<file path="config.mk">
export PLATFORM = sky130hd
export DESIGN_NAME = uniform_tile_block_store
export DESIGN_NICKNAME = d
export VERILOG_FILES = /design/src/sv/utbs_pkg.sv /design/src/sv/uniform_tile_block_store.sv /design/src/sv/utbs_tile_mem.sv /design/src/sv/utbs_scan.sv
export SDC_FILE = /design/constraint.sdc
export NUM_CORES = 2
export LEC_CHECK = 0
export ABC_AREA = 1
export BUFFER_PORTS_ARGS = -buffer_cell sky130_fd_sc_hd__buf_2
export CELL_PAD_IN_SITES_DETAIL_PLACEMENT = 1
export CELL_PAD_IN_SITES_GLOBAL_PLACEMENT = 2
export CORE_ASPECT_RATIO = 1.1
export CORE_MARGIN = 8
export CORE_UTILIZATION = 45
export CTS_CLUSTER_SIZE = 20
export DETAILED_ROUTE_END_ITERATION = 10
export PLACE_DENSITY = 0.91
export SYNTH_ARGS = -nofsm -noshare
export SYNTH_HDL_FRONTEND = slang
export SYNTH_SLANG_ARGS = --single-unit
</file>
<file path="constraint.sdc">
create_clock -name clock -period 22 [get_ports clock]
set_input_delay 2.2 -clock clock [delete_from_list [all_inputs] [get_ports clock]]
set_output_delay 2.2 -clock clock [all_outputs]
set_load 0.005 [all_outputs]
</file>
<file path="src/sv/utbs_pkg.sv">
// utbs_pkg: shared types and codes of the uniform tile block store
// no dependencies

package utbs_pkg;

   localparam int FUNC_W     = 2;
   localparam int POS_W      = 4;
   localparam int SIZE_W     = 5;
   localparam int MAT_PORT_W = 8;

   localparam logic [FUNC_W-1:0] FUNC_SET_TILE  = 2'd0;
   localparam logic [FUNC_W-1:0] FUNC_FILL_RECT = 2'd1;
   localparam logic [FUNC_W-1:0] FUNC_SET_BLOCK = 2'd2;

   typedef enum logic [1:0] {
      ST_IDLE,
      ST_SCAN,
      ST_DRAIN,
      ST_FINISH
   } utbs_state_type;

   // tag that travels with one tile from its read to its write back
   typedef struct packed {
      logic valid;
      logic in_rect;
      logic first;
   } tile_tag_type;

endpackage

</file>
<file path="src/sv/uniform_tile_block_store.sv">
// uniform_tile_block_store: square block of material tiles with a uniform form
// set whole block, no-change and error words get their registered answer in the cycle after accept
// a split or a write into a split block runs a pass over every tile:
// one memory read and one write back per tile, ending with the merge decision
// one word at a time; the next word is taken once the previous result is registered and the result register is free
// reset: block uniform with material zero; tile memory is not cleared
// depends on utbs_pkg, utbs_scan, utbs_tile_mem

module uniform_tile_block_store
   import utbs_pkg::*;
#(
   parameter int LINE_TILES    = 16,
   parameter int MATERIAL_BITS = 8
) (
   input  logic                  clock,
   input  logic                  reset,
   input  logic                  req_valid,
   output logic                  req_ready,
   input  logic [FUNC_W-1:0]     req_func,
   input  logic [POS_W-1:0]      req_pos_x,
   input  logic [POS_W-1:0]      req_pos_y,
   input  logic [SIZE_W-1:0]     req_rect_width,
   input  logic [SIZE_W-1:0]     req_rect_height,
   input  logic [MAT_PORT_W-1:0] req_material,
   output logic                  rsp_valid,
   input  logic                  rsp_ready,
   output logic                  rsp_changed,
   output logic                  rsp_uniform,
   output logic [MAT_PORT_W-1:0] rsp_uniform_material,
   output logic                  rsp_range_error
);

   localparam int TILES = LINE_TILES * LINE_TILES;
   localparam int AW    = $clog2(TILES);
   localparam int MW    = MATERIAL_BITS;
   localparam int TAKE  = (MW < MAT_PORT_W) ? MW : MAT_PORT_W;
   localparam int CMP_W = ((SIZE_W + 1) > $clog2(LINE_TILES + 1)) ?
                          (SIZE_W + 1) : $clog2(LINE_TILES + 1);
   localparam logic [CMP_W-1:0] LT = CMP_W'(LINE_TILES);

   utbs_state_type state_ff, state_in;

   // block state
   logic          is_uniform_ff;
   logic [MW-1:0] block_material_ff;

   // pass operands
   logic             split_ff;
   logic [MW-1:0]    mat_ff;
   logic [CMP_W-1:0] x_lo_ff, x_hi_ff, y_lo_ff, y_hi_ff;

   // pass accumulators
   logic          changed_ff;
   logic          all_eq_ff;
   logic [MW-1:0] first_ff;

   // result register
   logic                  rsp_valid_ff;
   logic                  rsp_changed_ff;
   logic                  rsp_uniform_ff;
   logic [MAT_PORT_W-1:0] rsp_material_ff;
   logic                  rsp_error_ff;

   logic rsp_free, accept, scan_run, finish_load;

   // scan and memory connections
   logic [AW-1:0] rd_addr, wr_addr;
   logic          scan_last;
   tile_tag_type  tag;
   logic [MW-1:0] rd_data;

   // decode of the incoming word
   logic [MW-1:0]    req_mat;
   logic [CMP_W-1:0] px, py, rw, rh;
   logic dec_pass, dec_set_whole, dec_err, same;
   logic [CMP_W-1:0] dec_x_hi, dec_y_hi;

   assign req_mat = MW'(req_material[TAKE-1:0]);
   assign px      = CMP_W'(req_pos_x);
   assign py      = CMP_W'(req_pos_y);
   assign rw      = CMP_W'(req_rect_width);
   assign rh      = CMP_W'(req_rect_height);
   assign same    = is_uniform_ff && (block_material_ff == req_mat);

   always_comb begin
      dec_pass      = 1'b0;
      dec_set_whole = 1'b0;
      dec_err       = 1'b0;
      dec_x_hi      = px + rw;
      dec_y_hi      = py + rh;
      unique case (req_func)
         FUNC_SET_TILE: begin
            dec_x_hi = px + CMP_W'(1);
            dec_y_hi = py + CMP_W'(1);
            if ((px >= LT) || (py >= LT)) begin
               dec_err = 1'b1;
            end else if (!same) begin
               dec_pass = 1'b1;
            end
         end
         FUNC_FILL_RECT: begin
            if ((px == '0) && (py == '0) && (rw == LT) && (rh == LT)) begin
               dec_set_whole = 1'b1;
            end else if ((px + rw > LT) || (py + rh > LT)) begin
               dec_err = 1'b1;
            end else if (!same) begin
               dec_pass = 1'b1;
            end
         end
         FUNC_SET_BLOCK: begin
            dec_set_whole = 1'b1;
         end
         default: begin
         end
      endcase
   end

   // state machine
   assign rsp_free = !rsp_valid_ff || rsp_ready;
   assign accept   = req_valid && req_ready;

   utbs_scan #(
      .LINE_TILES (LINE_TILES)
   ) u_scan (
      .clock   (clock),
      .reset   (reset),
      .start   (accept),
      .run     (scan_run),
      .x_lo    (x_lo_ff),
      .x_hi    (x_hi_ff),
      .y_lo    (y_lo_ff),
      .y_hi    (y_hi_ff),
      .rd_addr (rd_addr),
      .last    (scan_last),
      .wr_addr (wr_addr),
      .tag     (tag)
   );

   always_comb begin
      state_in = state_ff;
      unique case (state_ff)
         ST_IDLE:   if (accept && dec_pass) state_in = ST_SCAN;
         ST_SCAN:   if (scan_last) state_in = ST_DRAIN;
         ST_DRAIN:  state_in = ST_FINISH;
         ST_FINISH: if (rsp_free) state_in = ST_IDLE;
         default:   state_in = ST_IDLE;
      endcase
   end

   always_comb begin
      req_ready   = 1'b0;
      scan_run    = 1'b0;
      finish_load = 1'b0;
      unique case (state_ff)
         ST_IDLE:   req_ready = rsp_free;
         ST_SCAN:   scan_run = 1'b1;
         ST_DRAIN:  ;
         ST_FINISH: finish_load = rsp_free;
         default:   ;
      endcase
   end

   // write-back stage: old value is the block material while splitting
   logic [MW-1:0] old_val, new_val;
   logic          diff;

   assign old_val = split_ff ? block_material_ff : rd_data;
   assign new_val = tag.in_rect ? mat_ff : old_val;
   assign diff    = tag.in_rect && (old_val != mat_ff);

   utbs_tile_mem #(
      .DEPTH (TILES),
      .AW    (AW),
      .DW    (MW)
   ) u_mem (
      .clock   (clock),
      .wr_en   (tag.valid),
      .wr_addr (wr_addr),
      .wr_data (new_val),
      .rd_addr (rd_addr),
      .rd_data (rd_data)
   );

   logic merged;
   assign merged = changed_ff && all_eq_ff;

   always_ff @(posedge clock) begin
      if (tag.valid) begin
         if (tag.first) begin
            first_ff   <= new_val;
            all_eq_ff  <= 1'b1;
            changed_ff <= diff;
         end else begin
            all_eq_ff  <= all_eq_ff && (new_val == first_ff);
            changed_ff <= changed_ff || diff;
         end
      end
      if (accept) begin
         split_ff <= is_uniform_ff;
         mat_ff   <= req_mat;
         x_lo_ff  <= px;
         y_lo_ff  <= py;
         x_hi_ff  <= dec_x_hi;
         y_hi_ff  <= dec_y_hi;
      end
      if (accept && !dec_pass) begin
         rsp_error_ff <= dec_err;
         if (dec_set_whole) begin
            rsp_changed_ff  <= !same;
            rsp_uniform_ff  <= 1'b1;
            rsp_material_ff <= MAT_PORT_W'(req_mat[TAKE-1:0]);
         end else begin
            rsp_changed_ff  <= 1'b0;
            rsp_uniform_ff  <= is_uniform_ff;
            rsp_material_ff <= is_uniform_ff ?
                               MAT_PORT_W'(block_material_ff[TAKE-1:0]) : '0;
         end
      end else if (finish_load) begin
         rsp_error_ff    <= 1'b0;
         rsp_changed_ff  <= changed_ff;
         rsp_uniform_ff  <= merged;
         rsp_material_ff <= merged ? MAT_PORT_W'(first_ff[TAKE-1:0]) : '0;
      end
   end

   always_ff @(posedge clock) begin
      if (reset) begin
         state_ff          <= ST_IDLE;
         is_uniform_ff     <= 1'b1;
         block_material_ff <= '0;
         rsp_valid_ff      <= 1'b0;
      end else begin
         state_ff <= state_in;
         if (accept && dec_set_whole) begin
            is_uniform_ff     <= 1'b1;
            block_material_ff <= req_mat;
         end else if (finish_load) begin
            is_uniform_ff     <= merged;
            block_material_ff <= first_ff;
         end
         if ((accept && !dec_pass) || finish_load) begin
            rsp_valid_ff <= 1'b1;
         end else if (rsp_ready) begin
            rsp_valid_ff <= 1'b0;
         end
      end
   end

   assign rsp_valid            = rsp_valid_ff;
   assign rsp_changed          = rsp_changed_ff;
   assign rsp_uniform          = rsp_uniform_ff;
   assign rsp_uniform_material = rsp_material_ff;
   assign rsp_range_error      = rsp_error_ff;

   // a tile write back only follows a read issued during the scan
   a_tag_from_scan: assert property (@(posedge clock) disable iff (reset)
      tag.valid |-> $past(state_ff == ST_SCAN))
      else $error("tile write back without a scan read");

   // read and write back never hit the same tile in one cycle
   a_no_overlap: assert property (@(posedge clock) disable iff (reset)
      (tag.valid && scan_run) |-> (wr_addr != rd_addr))
      else $error("read and write back overlap on one tile");

   // an out-of-range word changes nothing
   a_err_no_change: assert property (@(posedge clock) disable iff (reset)
      (rsp_valid_ff && rsp_error_ff) |-> !rsp_changed_ff)
      else $error("range error reported with a change");

   // the block state only moves when a word is taken or a pass ends
   a_state_hold: assert property (@(posedge clock) disable iff (reset)
      ((state_ff == ST_SCAN) || (state_ff == ST_DRAIN)) |=>
         ($stable(is_uniform_ff) && $stable(block_material_ff)))
      else $error("block state moved during a scan");

endmodule

</file>
<file path="src/sv/utbs_tile_mem.sv">
// utbs_tile_mem: tile memory, one write port and one read port, registered read
// no dependencies

module utbs_tile_mem #(
   parameter int DEPTH = 256,
   parameter int AW    = 8,
   parameter int DW    = 8
) (
   input  logic          clock,
   input  logic          wr_en,
   input  logic [AW-1:0] wr_addr,
   input  logic [DW-1:0] wr_data,
   input  logic [AW-1:0] rd_addr,
   output logic [DW-1:0] rd_data
);

   logic [DW-1:0] mem [DEPTH];
   logic [DW-1:0] rd_data_ff;

   always_ff @(posedge clock) begin
      if (wr_en) begin
         mem[wr_addr] <= wr_data;
      end
      rd_data_ff <= mem[rd_addr];
   end

   assign rd_data = rd_data_ff;

endmodule

</file>
<file path="src/sv/utbs_scan.sv">
// utbs_scan: walks every tile in row order, issues reads and tags each tile
// with its rectangle membership; depends on utbs_pkg

module utbs_scan
   import utbs_pkg::*;
#(
   parameter int  LINE_TILES = 16,
   localparam int TILES      = LINE_TILES * LINE_TILES,
   localparam int AW         = $clog2(TILES),
   localparam int CMP_W      = ((SIZE_W + 1) > $clog2(LINE_TILES + 1)) ?
                               (SIZE_W + 1) : $clog2(LINE_TILES + 1)
) (
   input  logic                clock,
   input  logic                reset,
   input  logic                start,
   input  logic                run,
   input  logic [CMP_W-1:0]    x_lo,
   input  logic [CMP_W-1:0]    x_hi,
   input  logic [CMP_W-1:0]    y_lo,
   input  logic [CMP_W-1:0]    y_hi,
   output logic [AW-1:0]       rd_addr,
   output logic                last,
   output logic [AW-1:0]       wr_addr,
   output tile_tag_type        tag
);

   localparam int CW    = $clog2(LINE_TILES);

   logic [CW-1:0] x_ff, x_in;
   logic [CW-1:0] y_ff, y_in;
   logic [AW-1:0] addr_ff, addr_in;
   logic [AW-1:0] wr_addr_ff;
   tile_tag_type  tag_ff, tag_in;
   logic [CMP_W-1:0] x_ext, y_ext;

   assign x_ext = CMP_W'(x_ff);
   assign y_ext = CMP_W'(y_ff);
   assign last  = (addr_ff == AW'(TILES - 1));

   always_comb begin
      x_in    = x_ff;
      y_in    = y_ff;
      addr_in = addr_ff;
      if (start) begin
         x_in    = '0;
         y_in    = '0;
         addr_in = '0;
      end else if (run) begin
         addr_in = addr_ff + AW'(1);
         if (x_ff == CW'(LINE_TILES - 1)) begin
            x_in = '0;
            y_in = y_ff + CW'(1);
         end else begin
            x_in = x_ff + CW'(1);
         end
      end
   end

   always_comb begin
      tag_in.valid   = run;
      tag_in.in_rect = (x_ext >= x_lo) && (x_ext < x_hi) &&
                       (y_ext >= y_lo) && (y_ext < y_hi);
      tag_in.first   = (addr_ff == '0);
   end

   always_ff @(posedge clock) begin
      if (reset) begin
         x_ff    <= '0;
         y_ff    <= '0;
         addr_ff <= '0;
         tag_ff  <= '0;
      end else begin
         x_ff    <= x_in;
         y_ff    <= y_in;
         addr_ff <= addr_in;
         tag_ff  <= tag_in;
      end
   end

   always_ff @(posedge clock) begin
      wr_addr_ff <= addr_ff;
   end

   assign rd_addr = addr_ff;
   assign wr_addr = wr_addr_ff;
   assign tag     = tag_ff;

endmodule
</file>
After elaboration in Yosys (flattened, before gate mapping)
Memories as Yosys holds them, arrays and structs flattened. A register that Yosys moved wholly into a read port is not among the register bits.
Index checks and enable logic that the tools add are counted.

word-level totals
  memories kept = 1
  RAM bits = 2,048
  logic and storage cells = 133
  bits in registers = 89
  input port bits = 32

operators by class
  reductions and logical operators = 35
  $lt $le $gt $ge = 8
  multiplexer cells = 43
  add/sub/neg operators = 7
  eq/ne operators = 15

memory list
  memory     depth  bits a word  read ports  clocked after memory_dff  write ports  RTL line             text
  u_mem.mem  256    8            1           1                         1            utbs_tile_mem.sv:17  logic [DW-1:0] mem [DEPTH];

operators with widths
  cell                 count
  $mux 8               9
  $mux 1               24
  $eq 8x8->1           2
  $logic_and 1x1->1    14
  $add 4x5->6          2
  $gt 6x5->1 const B   2
  $logic_not 6->1      2
  $lt 4x6->1           2
  $mux 6               2
  $add 4x1->5 const B  2
  $eq 5x5->1 const B   2
  $ge 4x5->1 const B   2
  $add 4x1->4 const B  2
  $add 8x1->8 const B  1
  $eq 8x8->1 const B   1
  $ge 4x4->1           2
  $logic_not 8->1      1
  $ne 8x8->1           1
  $pmux 2 s4           1
  $eq 2x2->1 const B   3
  $mux 2               3
  $ne 2x2->1 const B   3
  $pmux 1 s2           3
  $reduce_bool 2->1    3
  9 further kinds      19

Depth between registers and ports, before layout
  word-level depth = 10
  depth in mapped cells = 20
  depth with buffers taken out = 17

Cells and area by module
From an unflattened synthesis, not the netlist that was laid out.

second synthesis, totals
  cell total of the unflattened synthesis = 7,642
  area, all modules = 88,593.7 µm²

modules (own cells, without submodules)
  module                    seq. area each (µm²)  times used  area each (µm²)  cells each
  utbs_tile_mem             61,659.1              1           83,396.2         7,003
  uniform_tile_block_store  1,741.7               1           3,722.3          439
  utbs_scan                 540.5                 1           1,475.2          200

Worst setup path after synthesis
Ideal clock, no wire load.

  kind = reg-to-reg
  from = reg u_scan.tag_ff (netlist bit u_scan.tag[1])
  to = reg first_ff[1] (data pin)
  path slack = 9.070 ns
  library setup time = 2.215 ns
  cell stages (with the launch flop) = 4
  clock period less this slack = 12.930 ns
  data required time = 19.785 ns
  arrival = 10.715 ns
  path through = dfxtp_1 > inv_1 > buf_1 > o21ai_0

between the ends
  longest elaborated chain between the ends = 1

ends and longest elaborated chain
  what                    RTL line                         text
  start, declared         utbs_scan.sv:33                  tile_tag_type tag_ff, tag_in;
  start signal, assigned  utbs_scan.sv:76                  tag_ff <= tag_in;
  $mux 8                  uniform_tile_block_store.sv:168  assign new_val = tag.in_rect ? mat_ff : old_val;
  net new_val[1]          uniform_tile_block_store.sv:164  logic [MW-1:0] old_val, new_val;
  end signal, assigned    uniform_tile_block_store.sv:190  first_ff <= new_val;
  end, declared           uniform_tile_block_store.sv:55   logic [MW-1:0] first_ff;

The timed path passes the listed nets, and every way through them passes these cells.
A chain may end at the register's enable or synchronous reset.

==> summary.txt <==
Synthesis
  – Post-Syn Instances: 7,401
  – Post-synth EDFFs: 2,098
  – Post-synth top cells: edfxtp_1 (2,098), nor2_1 (1,761), o21ai_0 (1,105)
  – Seq cells post-synth: 2,145
  – Post-synth cell types: 42
  – Ys flop type: edfxtp_1
  – Asr flop ratio synth: 0
  – Syn nets: 7,472
  – Mean Syn Cell Area: 11.9 sq um
  – Area share of the largest cell type after synthesis: 0.714
  – Synth area leader: edfxtp_1
  – Synth Cell Area: 88,300 sq um
  – Largest cells by area after synthesis: edfxtp_1 (71%), nor2_1 (7.5%), o21ai_0 (6.3%), nand2_1 (3.4%), o211ai_1 (1.9%)
  – Share of the yosys chip area belonging to registers: 0.724
  – YS warnings: 0
  – Count leader, synth: edfxtp_1

Floorplan
  – Core area: 195,000 sq um
  – Die H: 481 microns
  – Rows: 170
  – DIE WIDTH: 438 microns
  – I/O pins: 45
  – Initial Utilization: 0.453
  – DIE AREA: 211,000 sq um

GRT
  – Total track usage: 0.253
  – Number of global-route vias before repair: 61,900
  – Initial antenna violation count: 12
  – Met3 Track Usage GR: 0.0410
  – Routing usage on met1: 0.321
  – Largest net degree at the start of global routing: 197
  – GRT met2 Usage: 0.424
  – Gr ovfl total: 0
  – Global-route wire length before repair: 404 mm
  – Busiest grt layer: met2

Layout
  – Final core occ: 0.494
  – Area growth syn-to-layout: 9.17%
  – Layout cells sized above 1: 0.0595
  – Filler cell count in the final layout: 20,000
  – Final nets: 7,336
  – Post-route design area: 96,400 sq um

Clock network
  – Clk_lat worst skew: 870 ps
  – Clock slew at reported path FFs: 60 ps
  – Post-CTS setup buffers: 0
  – H-Tree Depth: 4
  – TritonCTS Buffers: 203
  – Clk buf depth: 3
  – Clock Sinks: 2,145
  – Root Buffer: clkbuf_16
  – CTS tree: built
  – # resized after CTS: 0
  – Hold-fix buffers at CTS: 0

Route
  – Avg WL per Cell: 27.4 microns
  – WL final: 275 mm
  – Drt first pass iters: 6
  – Vias per cell: 6.00
  – ANT nets after route: 0
  – DRC viols: 0
  – Vias: 60,000
  – 1st-iter DRT viols: 6,471

STA
  – Clock skew: 33.1 ps
  – Fin Setup TNS: 0 ps
  – Minimum clock period: 5240 ps
  – Max Slew Vio Count: 0
  – Final count of negative-setup-slack endpoints: 0
  – Worst Tran Pin Value: 1340 ps
  – Max frequency: 0.191 GHz
  – Final worst path period share: 0.238
  – Slew headroom: 0.106
  – Hold Vio Cnt, Final: 0
  – RSZ-0062 raised after global routing: no

Placement
  – Hpwl dp: 160 mm
  – GPL Wtd Cong: 0.859
  – DP Area: 90,000 sq um
  – IO buf count: 44

Power
  – Leak pwr: 32.5 nW
  – Peak supply drop: 0.0863 mV
  – Pwr dens: 96.3 nW/um^2

Setup path
  – Crit end category: register
  – Path type of the worst setup path: register to register
  – Slowest cell on the critical path: buf_4
  – Crit-path cells: inv_16 > buf_4 > buf_4 > buf_4 > o21ai_0 > o22ai_1 > a21oi_1 > nand3_1 > nand3_1 > nand3_1 > nand3_1 > nand2_1
  – Data arrival, critical path: 6040 ps
  – Highest cell delay on the worst timing path: 870 ps
  – Critical path required time: 22,800 ps
  – Crit start category: register
  – Worst-path fanout max: 189
  – Cell mode on critical path: nand3_1

Worst hold path
  – Worst Hold Class: register to register

Outcome
  – Status: complete, no violations

Flow run
  – Max Cap Viol: 0
power breakdown:
| part | leakage (nW) | internal (mW) | total (mW) | switching [mW] |
|---|---|---|---|---|
| logic | 9.64 | 0.243 | 1.14 | 0.900 |
| clock network | 3.09 | 1.88 | 3.42 | 1.54 |
| registers | 19.7 | 4.68 | 4.72 | 0.0346 |
routing by layer:
| metal | vias to the layer above | wire (microns) |
|---|---|---|
| met5 | - | 135 |
| met4 | 16 | 14800 |
| met3 | 609 | 20000 |
| met2 | 2583 | 134000 |
| met1 | 30800 | 106000 |
| li1 | 26000 | - |
metrics by stage:
step                hold slack [ps]  cells  power [mW]  setup slack, ps
finish                          472  10000        9.28            16760
global route                    476  10000        9.53            16750
CTS                             467  10000        9.30            17050
detailed placement              456   9640        5.93            16880
global placement                456   9640        5.87            16920
floorplan                       326   7401        5.65             9070
flip-flops by register name (all words and copies together) (netlist names), 3 cells and up:
signal / cells
u_mem.mem: 2048
block_material_ff: 8
first_ff: 8
mat_ff: 8
rsp_uniform_material: 8
u_mem.rd_data: 8
u_scan.rd_addr: 8
u_scan.wr_addr: 8
x_hi_ff: 6
y_hi_ff: 6
u_scan.x_ff: 4
u_scan.y_ff: 4
x_lo_ff: 4
y_lo_ff: 4
u_scan.tag: 3
final timing paths:
kind | cells after the start | slack, ps | endpoint | start
worst min-delay path | 0 | 470 | u_scan.wr_addr[4]$_DFF_P_ | u_scan.rd_addr[4]$_SDFFE_PP0P_
worst max register to register | 12 | 16760 | u_mem.rd_data[5]$_DFF_P_ | u_scan.rd_addr[0]$_SDFFE_PP0P_
worst min register to register | 0 | 470 | u_scan.wr_addr[4]$_DFF_P_ | u_scan.rd_addr[4]$_SDFFE_PP0P_
worst max-delay path | 12 | 16760 | u_mem.rd_data[5]$_DFF_P_ | u_scan.rd_addr[0]$_SDFFE_PP0P_
cell type report:
cell class | count | area [sq um] | share of cell area
clock inverters | 124 | 1060 | 0.0110
repair buffers | 131 | 1010 | 0.0105
well taps | 2580 | 3230 | 0.0335
diodes | 6 | 15.0 | 0.000156
clock buffers | 245 | 5260 | 0.0546
multi-input cells | 4567 | 21000 | 0.218
inverters | 217 | 846 | 0.00878
flip-flops and latches | 2145 | 64000 | 0.664
logic make-up (layout without fill, tap and decap cells):
kind of cell | Yosys count | in the layout | share of synthesized area
flops | 2145 | 2145 | 0.724
simple gates | 2826 | 2826 | 0.124
buf+inv | 689 | 717 | 0.0391
fa+ha+maj | 39 | 39 | 0.00570
xor+xnor | 20 | 20 | 0.00198
other cells | 0 | 6 | 0
compound gates | 1682 | 1682 | 0.104
worst max-delay path: cells and delay by family (launching register included):
kind / cells / cell delay, ps
DFF: 1 / 510
AOI/OAI and AO/OA: 3 / 450
buffers and inverters: 4 / 2490
and+or+nand+nor: 5 / 1010
cells in the final DEF (no fill, tap or decap), types with 76 or more instances in the layout:
master and n:
nand3_1 226, nor2_1 1759, a21oi_1 97, nand2_1 796, buf_4 76, o22ai_1 146
inv_1 208, edfxtp_1 2098, o21ai_1 87, o21ai_0 1099, o211ai_1 221, clkbuf_16 204
Power figures use the tool's default switching activity.
